--- src/assert_macros.svh ---
// ----------------------------------------------------------------------------
// Assertion macros
// Concurrent assertion wrappers; define NO_ASSERTIONS to compile them out.
// ----------------------------------------------------------------------------
`ifndef ASSERT_MACROS_SVH
`define ASSERT_MACROS_SVH
`ifndef NO_ASSERTIONS
// checked outside reset only
`define MUP_ASSERT(lbl, clk, rst_n, prop, msg) \
  lbl: assert property (@(posedge clk) disable iff (!rst_n) prop) else $error(msg);
// checked on every edge, reset included
`define MUP_ASSERT_ALWAYS(lbl, clk, prop, msg) \
  lbl: assert property (@(posedge clk) prop) else $error(msg);
`else
`define MUP_ASSERT(lbl, clk, rst_n, prop, msg)
`define MUP_ASSERT_ALWAYS(lbl, clk, prop, msg)
`endif
`endif

--- src/mup_pkg.sv ---
// ----------------------------------------------------------------------------
// mup_pkg
// Shared types, constants, mu-law expansion and polyphase tap tables.
// ----------------------------------------------------------------------------
package mup_pkg;

  localparam int CHANNELS   = 16;
  localparam int CHAN_W     = 4;
  localparam int HIST_DEPTH = (CHANNELS > (1 << CHAN_W)) ? (1 << CHAN_W) : CHANNELS;
  localparam int HIST_AW    = (HIST_DEPTH > 1) ? $clog2(HIST_DEPTH) : 1;
  localparam int HIST_ENT   = 1 << HIST_AW;

  localparam int SAMP_W  = 16;
  localparam int NTAPS   = 5;
  localparam int NHIST   = 5;
  localparam int NSAMP   = 9;
  localparam int NPHASE  = 11;
  localparam int PHASE_W = 4;
  localparam int SEL_W   = 4;
  localparam int COEF_W  = 13;
  localparam int PROD_W  = SAMP_W + COEF_W;
  localparam int ACC_W   = 32;
  localparam int SHIFT   = 12;
  localparam int CLAMP_MAX = 32767;

  localparam logic [PHASE_W-1:0] LAST_PHASE = PHASE_W'(NPHASE - 1);
  localparam logic signed [ACC_W-1:0] CLAMP_HI = ACC_W'(CLAMP_MAX);
  localparam logic signed [ACC_W-1:0] CLAMP_LO = -ACC_W'(CLAMP_MAX);

  localparam int Q_DEPTH = 2;
  localparam int Q_AW    = 1;

  typedef logic signed [SAMP_W-1:0] sample_t;
  typedef logic [NHIST-1:0][SAMP_W-1:0] hist_t;   // [0]=h4 .. [4]=h8

  typedef struct packed {
    logic [CHAN_W-1:0]            chan;
    logic [NSAMP-1:0][SAMP_W-1:0] samp;           // s0..s8
  } entry_t;

  typedef struct packed {
    logic full;
    logic empty;
  } q_stat_t;

  typedef logic [NTAPS-1:0][COEF_W-1:0] tap_row_t;

  // G.711 mu-law expansion
  function automatic sample_t mulaw_expand(input logic [7:0] code);
    logic [7:0]  u;
    logic [7:0]  base;
    logic [15:0] mag;
    u    = ~code;
    base = {1'b0, u[3:0], 3'b000} + 8'h84;
    mag  = ({8'h00, base} << u[6:4]) - 16'h0084;
    return u[7] ? sample_t'(-mag) : sample_t'(mag);
  endfunction

  // index of the first sample tapped by a phase
  function automatic logic [SEL_W-1:0] tap_first(input logic [PHASE_W-1:0] ph);
    case (ph)
      4'd0:                 return 4'd4;
      4'd1, 4'd2, 4'd3:     return 4'd3;
      4'd4, 4'd5:           return 4'd2;
      4'd6, 4'd7, 4'd8:     return 4'd1;
      default:              return 4'd0;
    endcase
  endfunction

  // coefficients, tap 0 in the low slot
  function automatic tap_row_t tap_row(input logic [PHASE_W-1:0] ph);
    case (ph)
      4'd0: return {13'sd182, -13'sd647, 13'sd3197, 13'sd1753, -13'sd468};
      4'd1: return {-13'sd349, 13'sd1250, 13'sd3573, -13'sd599, 13'sd173};
      4'd2: return {13'sd83, -13'sd279, 13'sd4036, 13'sd356, -13'sd103};
      4'd3: return {13'sd172, -13'sd632, 13'sd2752, 13'sd2262, -13'sd568};
      4'd4: return {-13'sd223, 13'sd778, 13'sd3858, -13'sd479, 13'sd140};
      4'd5: return {13'sd140, -13'sd479, 13'sd3858, 13'sd778, -13'sd223};
      4'd6: return {-13'sd568, 13'sd2262, 13'sd2752, -13'sd632, 13'sd172};
      4'd7: return {-13'sd103, 13'sd356, 13'sd4036, -13'sd279, 13'sd83};
      4'd8: return {13'sd173, -13'sd599, 13'sd3573, 13'sd1250, -13'sd349};
      4'd9: return {-13'sd468, 13'sd1753, 13'sd3197, -13'sd647, 13'sd182};
      default: return '0;
    endcase
  endfunction

endpackage

--- src/mup_ifs.sv ---
// ----------------------------------------------------------------------------
// mup_ifs
// Valid/ready channel interfaces for the input groups and output samples.
// ----------------------------------------------------------------------------
interface mup_in_if;
  logic       valid;
  logic       ready;
  logic [3:0] chan;
  logic [7:0] byte_first;
  logic [7:0] byte_second;
  logic [7:0] byte_third;
  logic [7:0] byte_fourth;

  modport source (output valid, chan, byte_first, byte_second, byte_third, byte_fourth,
                  input ready);
  modport sink   (input valid, chan, byte_first, byte_second, byte_third, byte_fourth,
                  output ready);
endinterface

interface mup_out_if;
  logic               valid;
  logic               ready;
  logic signed [15:0] pcm_sample;
  logic [3:0]         out_chan;
  logic [3:0]         phase;
  logic               last_of_run;

  modport source (output valid, pcm_sample, out_chan, phase, last_of_run, input ready);
  modport sink   (input valid, pcm_sample, out_chan, phase, last_of_run, output ready);
endinterface

--- src/mup_fifo.sv ---
// ----------------------------------------------------------------------------
// mup_fifo
// Short queue of decoded groups between the front and back ends.
// ----------------------------------------------------------------------------
`include "assert_macros.svh"

module mup_fifo import mup_pkg::*; (
  input  logic    clk,
  input  logic    rst_n,
  input  logic    push,
  input  entry_t  wr_data,
  input  logic    pop,
  output entry_t  rd_data,
  output q_stat_t stat
);

  entry_t          mem_r [Q_DEPTH];
  logic [Q_AW-1:0] wr_ptr_r, wr_ptr_nxt;
  logic [Q_AW-1:0] rd_ptr_r, rd_ptr_nxt;
  logic [Q_AW:0]   cnt_r, cnt_nxt;

  assign stat.full  = (cnt_r == (Q_AW+1)'(Q_DEPTH));
  assign stat.empty = (cnt_r == '0);
  assign rd_data    = mem_r[rd_ptr_r];

  always_comb begin
    wr_ptr_nxt = wr_ptr_r;
    rd_ptr_nxt = rd_ptr_r;
    cnt_nxt    = cnt_r;
    if (push) begin
      wr_ptr_nxt = (wr_ptr_r == Q_AW'(Q_DEPTH - 1)) ? '0 : wr_ptr_r + 1'b1;
    end
    if (pop) begin
      rd_ptr_nxt = (rd_ptr_r == Q_AW'(Q_DEPTH - 1)) ? '0 : rd_ptr_r + 1'b1;
    end
    if (push && !pop) begin
      cnt_nxt = cnt_r + 1'b1;
    end else if (pop && !push) begin
      cnt_nxt = cnt_r - 1'b1;
    end
  end

  always_ff @(posedge clk) begin
    if (!rst_n) begin
      wr_ptr_r <= '0;
      rd_ptr_r <= '0;
      cnt_r    <= '0;
    end else begin
      wr_ptr_r <= wr_ptr_nxt;
      rd_ptr_r <= rd_ptr_nxt;
      cnt_r    <= cnt_nxt;
    end
  end

  always_ff @(posedge clk) begin
    if (push) begin
      mem_r[wr_ptr_r] <= wr_data;
    end
  end

  `MUP_ASSERT(a_no_underflow, clk, rst_n, pop |-> !stat.empty, "pop from empty queue")
  `MUP_ASSERT(a_cnt_range, clk, rst_n, cnt_r <= (Q_AW+1)'(Q_DEPTH), "queue count overrun")
  `MUP_ASSERT(a_push_fills, clk, rst_n, (push && !pop) |=> !stat.empty, "entry lost on push")

endmodule

--- src/mup_front.sv ---
// ----------------------------------------------------------------------------
// mup_front
// Accepts groups, expands the mu-law bytes, reads and updates the channel
// history and queues the nine samples for the filter.
// ----------------------------------------------------------------------------
`include "assert_macros.svh"

module mup_front import mup_pkg::*; (
  input  logic        clk,
  input  logic        rst_n,
  mup_in_if.sink      in_bus,
  input  q_stat_t     stat,
  output logic        push,
  output entry_t      wr_data
);

  hist_t              hist_r [HIST_ENT];
  logic [HIST_AW-1:0] hidx;
  logic               accept;
  logic               chan_ok;

  assign in_bus.ready = !stat.full;
  assign accept       = in_bus.valid && in_bus.ready;
  // channels past the configured count are dropped
  assign chan_ok      = (32'(in_bus.chan) < CHANNELS);
  assign push         = accept && chan_ok;
  assign hidx         = in_bus.chan[HIST_AW-1:0];

  always_comb begin
    wr_data.chan    = in_bus.chan;
    wr_data.samp[0] = mulaw_expand(in_bus.byte_fourth);
    wr_data.samp[1] = mulaw_expand(in_bus.byte_third);
    wr_data.samp[2] = mulaw_expand(in_bus.byte_second);
    wr_data.samp[3] = mulaw_expand(in_bus.byte_first);
    for (int i = 0; i < NHIST; i++) begin
      wr_data.samp[NSAMP-NHIST+i] = hist_r[hidx][i];
    end
  end

  // new history: h4..h7 = d0..d3, h8 = old h4
  always_ff @(posedge clk) begin
    if (!rst_n) begin
      for (int e = 0; e < HIST_ENT; e++) begin
        hist_r[e] <= '0;
      end
    end else if (push) begin
      hist_r[hidx] <= wr_data.samp[NHIST-1:0];
    end
  end

  `MUP_ASSERT(a_push_room, clk, rst_n, push |-> !stat.full, "push into full queue")
  `MUP_ASSERT(a_drop_bad_chan, clk, rst_n, (accept && !chan_ok) |-> !push,
              "out-of-range channel queued")
  `MUP_ASSERT_ALWAYS(a_reset_ready, clk, !rst_n |=> !stat.full, "queue full after reset")

endmodule

--- src/mup_back.sv ---
// ----------------------------------------------------------------------------
// mup_back
// Runs the eleven phases of one queued group: tap select and multiply, then
// sum, floor shift and clamp into the output register; last phase passes s2.
// ----------------------------------------------------------------------------
`include "assert_macros.svh"

module mup_back import mup_pkg::*; (
  input  logic        clk,
  input  logic        rst_n,
  input  entry_t      rd_data,
  input  q_stat_t     stat,
  output logic        pop,
  mup_out_if.source   out_bus
);

  logic [PHASE_W-1:0] ph_r, ph_nxt;
  logic               en;
  logic               issue;

  // stage 1
  logic                     s1_v_r;
  logic signed [PROD_W-1:0] s1_prod_r [NTAPS];
  logic signed [PROD_W-1:0] prod_nxt  [NTAPS];
  logic [CHAN_W-1:0]        s1_chan_r;
  logic [PHASE_W-1:0]       s1_ph_r;
  logic                     s1_pass_r;
  sample_t                  s1_raw_r;

  // output register
  logic                     o_valid_r;
  sample_t                  o_pcm_r;
  logic [CHAN_W-1:0]        o_chan_r;
  logic [PHASE_W-1:0]       o_ph_r;
  logic                     o_last_r;

  logic [SEL_W-1:0]         first;
  logic [SEL_W-1:0]         sel [NTAPS];
  tap_row_t                 row;
  logic signed [ACC_W-1:0]  acc;
  logic signed [ACC_W-1:0]  shifted;
  sample_t                  pcm_nxt;

  assign en     = !o_valid_r || out_bus.ready;
  assign issue  = en && !stat.empty;
  assign pop    = issue && (ph_r == LAST_PHASE);
  assign ph_nxt = (ph_r == LAST_PHASE) ? '0 : ph_r + 1'b1;

  always_comb begin
    first = tap_first(ph_r);
    row   = tap_row(ph_r);
    for (int j = 0; j < NTAPS; j++) begin
      sel[j]      = first + SEL_W'(j);
      prod_nxt[j] = $signed(rd_data.samp[sel[j]]) * $signed(row[j]);
    end
  end

  always_comb begin
    acc = '0;
    for (int j = 0; j < NTAPS; j++) begin
      acc = acc + ACC_W'(s1_prod_r[j]);
    end
    shifted = acc >>> SHIFT;   // floor toward minus infinity
    if (s1_pass_r) begin
      pcm_nxt = s1_raw_r;
    end else if (shifted > CLAMP_HI) begin
      pcm_nxt = sample_t'(CLAMP_HI);
    end else if (shifted < CLAMP_LO) begin
      pcm_nxt = sample_t'(CLAMP_LO);
    end else begin
      pcm_nxt = sample_t'(shifted);
    end
  end

  always_ff @(posedge clk) begin
    if (!rst_n) begin
      ph_r      <= '0;
      s1_v_r    <= 1'b0;
      o_valid_r <= 1'b0;
    end else begin
      if (issue) begin
        ph_r <= ph_nxt;
      end
      if (en) begin
        s1_v_r    <= issue;
        o_valid_r <= s1_v_r;
      end
    end
  end

  always_ff @(posedge clk) begin
    if (issue) begin
      for (int j = 0; j < NTAPS; j++) begin
        s1_prod_r[j] <= prod_nxt[j];
      end
      s1_chan_r <= rd_data.chan;
      s1_ph_r   <= ph_r;
      s1_pass_r <= (ph_r == LAST_PHASE);
      s1_raw_r  <= sample_t'(rd_data.samp[2]);
    end
    if (en && s1_v_r) begin
      o_pcm_r  <= pcm_nxt;
      o_chan_r <= s1_chan_r;
      o_ph_r   <= s1_ph_r;
      o_last_r <= s1_pass_r;
    end
  end

  assign out_bus.valid       = o_valid_r;
  assign out_bus.pcm_sample  = o_pcm_r;
  assign out_bus.out_chan    = o_chan_r;
  assign out_bus.phase       = o_ph_r;
  assign out_bus.last_of_run = o_last_r;

  `MUP_ASSERT(a_pop_at_last, clk, rst_n, pop |-> (ph_r == LAST_PHASE), "pop mid-run")
  `MUP_ASSERT(a_stall_holds_phase, clk, rst_n, !en |=> $stable(ph_r), "phase moved in stall")
  `MUP_ASSERT_ALWAYS(a_reset_idle, clk, !rst_n |=> (!o_valid_r && !s1_v_r),
                     "pipeline valid after reset")

endmodule

--- src/mulaw_upsample_4_to_11_unit.sv ---
// ----------------------------------------------------------------------------
// mulaw_upsample_4_to_11_unit
// mu-law 4-to-11 polyphase interpolator, per-channel history of five samples.
//
//   channel   dir  transaction                       fields
//   in_bus    in   one group of four mu-law bytes    chan, byte_first..fourth
//   out_bus   out  one linear sample                 pcm_sample, out_chan,
//                                                    phase, last_of_run
//
// The back end issues one phase per cycle through its 5-tap multiply stage,
// unless the queue is empty or the output stalls, into the output register.
// The front takes a group every cycle while the two-entry queue has room.
// Synchronous active-low reset clears the history to zero and empties the
// pipeline. A stalled output freezes the back end; the front fills the queue.
// ----------------------------------------------------------------------------
module mulaw_upsample_4_to_11_unit import mup_pkg::*; (
  input  logic      clk,
  input  logic      rst_n,
  mup_in_if.sink    in_bus,
  mup_out_if.source out_bus
);

  logic    push;
  logic    pop;
  entry_t  wr_data;
  entry_t  rd_data;
  q_stat_t stat;

  mup_front u_front (
    .clk     (clk),
    .rst_n   (rst_n),
    .in_bus  (in_bus),
    .stat    (stat),
    .push    (push),
    .wr_data (wr_data)
  );

  mup_fifo u_fifo (
    .clk     (clk),
    .rst_n   (rst_n),
    .push    (push),
    .wr_data (wr_data),
    .pop     (pop),
    .rd_data (rd_data),
    .stat    (stat)
  );

  mup_back u_back (
    .clk     (clk),
    .rst_n   (rst_n),
    .rd_data (rd_data),
    .stat    (stat),
    .pop     (pop),
    .out_bus (out_bus)
  );

endmodule

--- src/flat_wrapper.sv ---
// flat-port wrapper written by rule: the top's interface ports become plain ports
module mulaw_upsample_4_to_11_unit_flat import mup_pkg::*;
  (clk, rst_n, in_bus_valid, in_bus_chan, in_bus_byte_first, in_bus_byte_second, in_bus_byte_third, in_bus_byte_fourth, in_bus_ready, out_bus_valid, out_bus_pcm_sample, out_bus_out_chan, out_bus_phase, out_bus_last_of_run, out_bus_ready);
  mup_in_if in_bus_i ();
  mup_out_if out_bus_i ();
  input  logic clk;
  input  logic rst_n;
  input wire logic [$bits(in_bus_i.valid)-1:0] in_bus_valid;
  input wire logic [$bits(in_bus_i.chan)-1:0] in_bus_chan;
  input wire logic [$bits(in_bus_i.byte_first)-1:0] in_bus_byte_first;
  input wire logic [$bits(in_bus_i.byte_second)-1:0] in_bus_byte_second;
  input wire logic [$bits(in_bus_i.byte_third)-1:0] in_bus_byte_third;
  input wire logic [$bits(in_bus_i.byte_fourth)-1:0] in_bus_byte_fourth;
  output wire logic [$bits(in_bus_i.ready)-1:0] in_bus_ready;
  output wire logic [$bits(out_bus_i.valid)-1:0] out_bus_valid;
  output wire logic [$bits(out_bus_i.pcm_sample)-1:0] out_bus_pcm_sample;
  output wire logic [$bits(out_bus_i.out_chan)-1:0] out_bus_out_chan;
  output wire logic [$bits(out_bus_i.phase)-1:0] out_bus_phase;
  output wire logic [$bits(out_bus_i.last_of_run)-1:0] out_bus_last_of_run;
  input wire logic [$bits(out_bus_i.ready)-1:0] out_bus_ready;
  assign in_bus_i.valid = in_bus_valid;
  assign in_bus_i.chan = in_bus_chan;
  assign in_bus_i.byte_first = in_bus_byte_first;
  assign in_bus_i.byte_second = in_bus_byte_second;
  assign in_bus_i.byte_third = in_bus_byte_third;
  assign in_bus_i.byte_fourth = in_bus_byte_fourth;
  assign in_bus_ready = in_bus_i.ready;
  assign out_bus_valid = out_bus_i.valid;
  assign out_bus_pcm_sample = out_bus_i.pcm_sample;
  assign out_bus_out_chan = out_bus_i.out_chan;
  assign out_bus_phase = out_bus_i.phase;
  assign out_bus_last_of_run = out_bus_i.last_of_run;
  assign out_bus_i.ready = out_bus_ready;
  mulaw_upsample_4_to_11_unit u_core (.clk(clk), .rst_n(rst_n), .in_bus(in_bus_i), .out_bus(out_bus_i));
endmodule
--- config.mk ---
export PLATFORM = sky130hd
export DESIGN_NAME = mulaw_upsample_4_to_11_unit_flat
export DESIGN_NICKNAME = d
export VERILOG_FILES = /design/src/mup_pkg.sv /design/src/mup_ifs.sv /design/src/mup_fifo.sv /design/src/mup_front.sv /design/src/mup_back.sv /design/src/mulaw_upsample_4_to_11_unit.sv /design/src/flat_wrapper.sv
export VERILOG_INCLUDE_DIRS = /design/src /design/src/src
export SDC_FILE = /design/constraint.sdc
export NUM_CORES = 2
export LEC_CHECK = 0
export ABC_AREA = 0
export CAP_MARGIN = 0
export CELL_PAD_IN_SITES_DETAIL_PLACEMENT = 0
export CELL_PAD_IN_SITES_GLOBAL_PLACEMENT = 1
export CORE_ASPECT_RATIO = 0.5
export CORE_UTILIZATION = 58
export DETAILED_ROUTE_END_ITERATION = 7
export DONT_BUFFER_PORTS = 1
export PLACE_DENSITY_LB_ADDON = 0.1
export SKIP_LAST_GASP = 1
export SLEW_MARGIN = 20
export SYNTH_ARGS = -nofsm -noshare
export SYNTH_HDL_FRONTEND = slang
export SYNTH_SLANG_ARGS = --single-unit
--- constraint.sdc ---
create_clock -name clk -period 16.4 [get_ports clk]
set_clock_uncertainty 0.15 [all_clocks]
set_input_delay 2.46 -clock clk [delete_from_list [all_inputs] [get_ports clk]]
set_output_delay 2.46 -clock clk [all_outputs]
set_load 0.005 [all_outputs]
==> impl_metrics.ini <==
[sta]
min_period_ns = 10.10
setup-tns-final_ns = 0
period_share_pct = 61.6
rsz0062_at_grt = no
fmax_mhz = 99.0
hold_viol_final = 0
drv_slew = 0
worst_pin_slew_ns = 1.21
max_slew_margin_pct = 19.2
setup_viol = 0

[synth]
synth_edf_count = 1563
synth_seq_cells = 1633
synth_area_leader_cell = edfxtp_1
synth_top_area_share_pct = 43.4
async_reset_ff_share_pct = 0
ys.warnings.count = 0
ys_top_cells_by_count = edfxtp_1, nor2_1, inv_1
syn_nets = 10331
synth_cells = 8972
syn_area_per_cell_um2 = 12.0
yosysMostFrequentCell = edfxtp_1
synth_ff_type = edfxtp_1
synth_cell_types = 101
ys_seq_area_share_pct = 44.7
synth_top_cells_by_area = edfxtp_1, fa_1, mux4_2
syn_area_um2 = 108000

[worst_setup_path]
ff2ff_path_depth = 23
r2r-start = u_core.u_back.first[1]
cp.required_ns = 16.79
critPathKind = register to register
crit_path_start_kind = register
reg2reg_to = u_core.u_back.s1_prod_r[0][115]
worst_ep_arrival_time_ns = 10.49
critical_path.endpoint_type = register
crit_path_max_fanout = 58
reg2reg_slack_ns = 6.30

[clock_network]
htree_levels = 4
cts_num_sinks = 1633
cts_root_buf = clkbuf_16
cts_tree = built
clock_path_buffers = 4
cts_buffers = 158
postCtsSetupRepairBufs = 0
worst_skew_pair.late_latency_ns = 0.83
cts_resized = 0
clkTransAtPathRegs_ns = 0.07
cts_hold_buf = 0

[layout]
multi_input_comb_area_um2 = 53300
drive_gt1_share_pct = 10.8
instances_no_fill = 11362
nFillCells = 14491
area_growth_pct = 6.92
finalCoreUtilization_pct = 62.7
seq_area_um2 = 48300
nets = 10119

[floorplanning]
dieArea_um2 = 188000
ios = 67
rows = 111
initial_utilization_pct = 58.7
die_width_um = 612
die_height_um = 307
core_um2 = 184000

[grt]
grt_max_degree = 287
grt_pass1_wl_um = 451000
antenna_found_initial = 12
first_global_vias = 68248
grt-ovfl-total = 0
grt_usage_pct = 32.9

[flow_run]
max_cap_violations = 0

[placed_design]
dp_hpwl_um = 201000
io_buffers = 0
gp_congestion = 0.931
dp.cells = 11085

[routing]
wirelength_um = 304000
drt_iter0_markers = 7897
wire_per_inst_um = 26.8
viasPerCell = 6.07
drc = 0
dr.pass1.iters = 6
vias = 68977
ant_nets = 0

[hold_path]
min_from = u_core.u_back.s1_chan_r[1]
min_to = u_core.u_back.out_bus.out_chan[1]
hold-path-cell-count = 0
min-delay-path-class = register to register

[outcome]
status = complete, no violations
[flip-flops by register name (all words and copies together), names as in the netlist, 14 cells and up, named ones only]
| name | cells |
|---|---|
| u_core.u_fifo.mem_r | 260 |
| u_core.u_back.out_bus.pcm_sample | 16 |
| u_core.u_back.row | 57 |
| u_core.u_back.s1_prod_r | 135 |
| u_core.u_front.hist_r | 1120 |
| u_core.u_back.s1_raw_r | 14 |
[layout by cell type, fill, tap and decap left out, drive strengths merged, types with 190 or more instances in the layout]
cell       n
clkbuf   207
and2     283
mux4     413
fa       932
ha       387
o21ai    207
edfxtp  1563
nand2    702
a21oi    190
nor2    1320
inv     1274
[per-stage QoR]
stage	hold WS, ns	worst slack, ns	instance area [um2]
after global routing	0.279	5.64	116000
after floorplan	0.250	4.72	108000
final	0.269	6.30	116000
after global placement	0.253	6.42	111000
after detailed placement	0.255	6.44	111000
after CTS	0.270	6.42	116000
[metal layers]
metal	track usage, %	vias up	part of all wire [%]
li1	-	29538	-
met1	48.3	35526	41
met2	50.0	3444	45
met3	6.95	465	11
met4	9.22	4	3.3
met5	0	-	0.0095
[how the worst max path moves through the flow]
| stage | startpoint | to | depth (start not counted) |
|---|---|---|---|
| after floorplan | out_bus_ready | u_core.u_back.row[9] | 11 |
| after global placement | u_core.u_back.first[1] | u_core.u_back.s1_prod_r[0][115] | 23 |
| after detailed placement | u_core.u_back.first[1] | u_core.u_back.s1_prod_r[0][115] | 23 |
| after CTS | u_core.u_back.first[1] | u_core.u_back.s1_prod_r[0][115] | 23 |
| after global routing | u_core.u_back.first[1] | u_core.u_back.s1_prod_r[0][115] | 23 |
| final | u_core.u_back.first[1] | u_core.u_back.s1_prod_r[0][115] | 23 |
[logic make-up (layout without fill, tap and decap cells)]
logic type / after synthesis / in the layout / synth area share (%)
xor gates and xnor gates: 227 / 227 / 1.90
buffers and inverters: 1795 / 1696 / 6.35
other: 2 / 5 / 0.00695
adders and majority gates: 1319 / 1319 / 21.7
AOI/OAI and AO/OA: 710 / 710 / 4.17
and+or+nand+nor: 2724 / 2724 / 11.0
muxes: 562 / 562 / 10.1
DFF: 1633 / 1633 / 44.7
[critical path, cell delays in order (launching register included)]
cell       delay [ns]
dfxtp_2          0.93
inv_1            0.68
ha_1             0.49
buf_4            0.44
nand4_1          0.54
o22ai_1          1.09
and2_1           0.28
fa_1             0.40
inv_1            0.08
fa_1             0.40
inv_1            0.09
fa_1             0.44
fa_1             0.56
fa_1             0.43
fa_1             0.44
ha_1             0.32
or2_2            0.32
o31a_1           0.12
a31oi_1          0.26
o221ai_1         0.18
o41ai_1          0.65
o2111ai_1        0.23
a21oi_1          0.20
xnor2_1          0.08
[layout make-up]
class                   instances  area share, %
repair buffers                157           1.04
clock inverters                67          0.475
flip-flops and latches       1633           41.8
multi-input cells            5544           46.1
clock buffers                 206           3.70
well taps                    2486           2.69
diodes                          3        0.00650
inverters                    1266           4.11
Power is left out: the tool's default activity adds up to more than one toggle a clock period on the data nets, which glitch-free logic cannot reach.
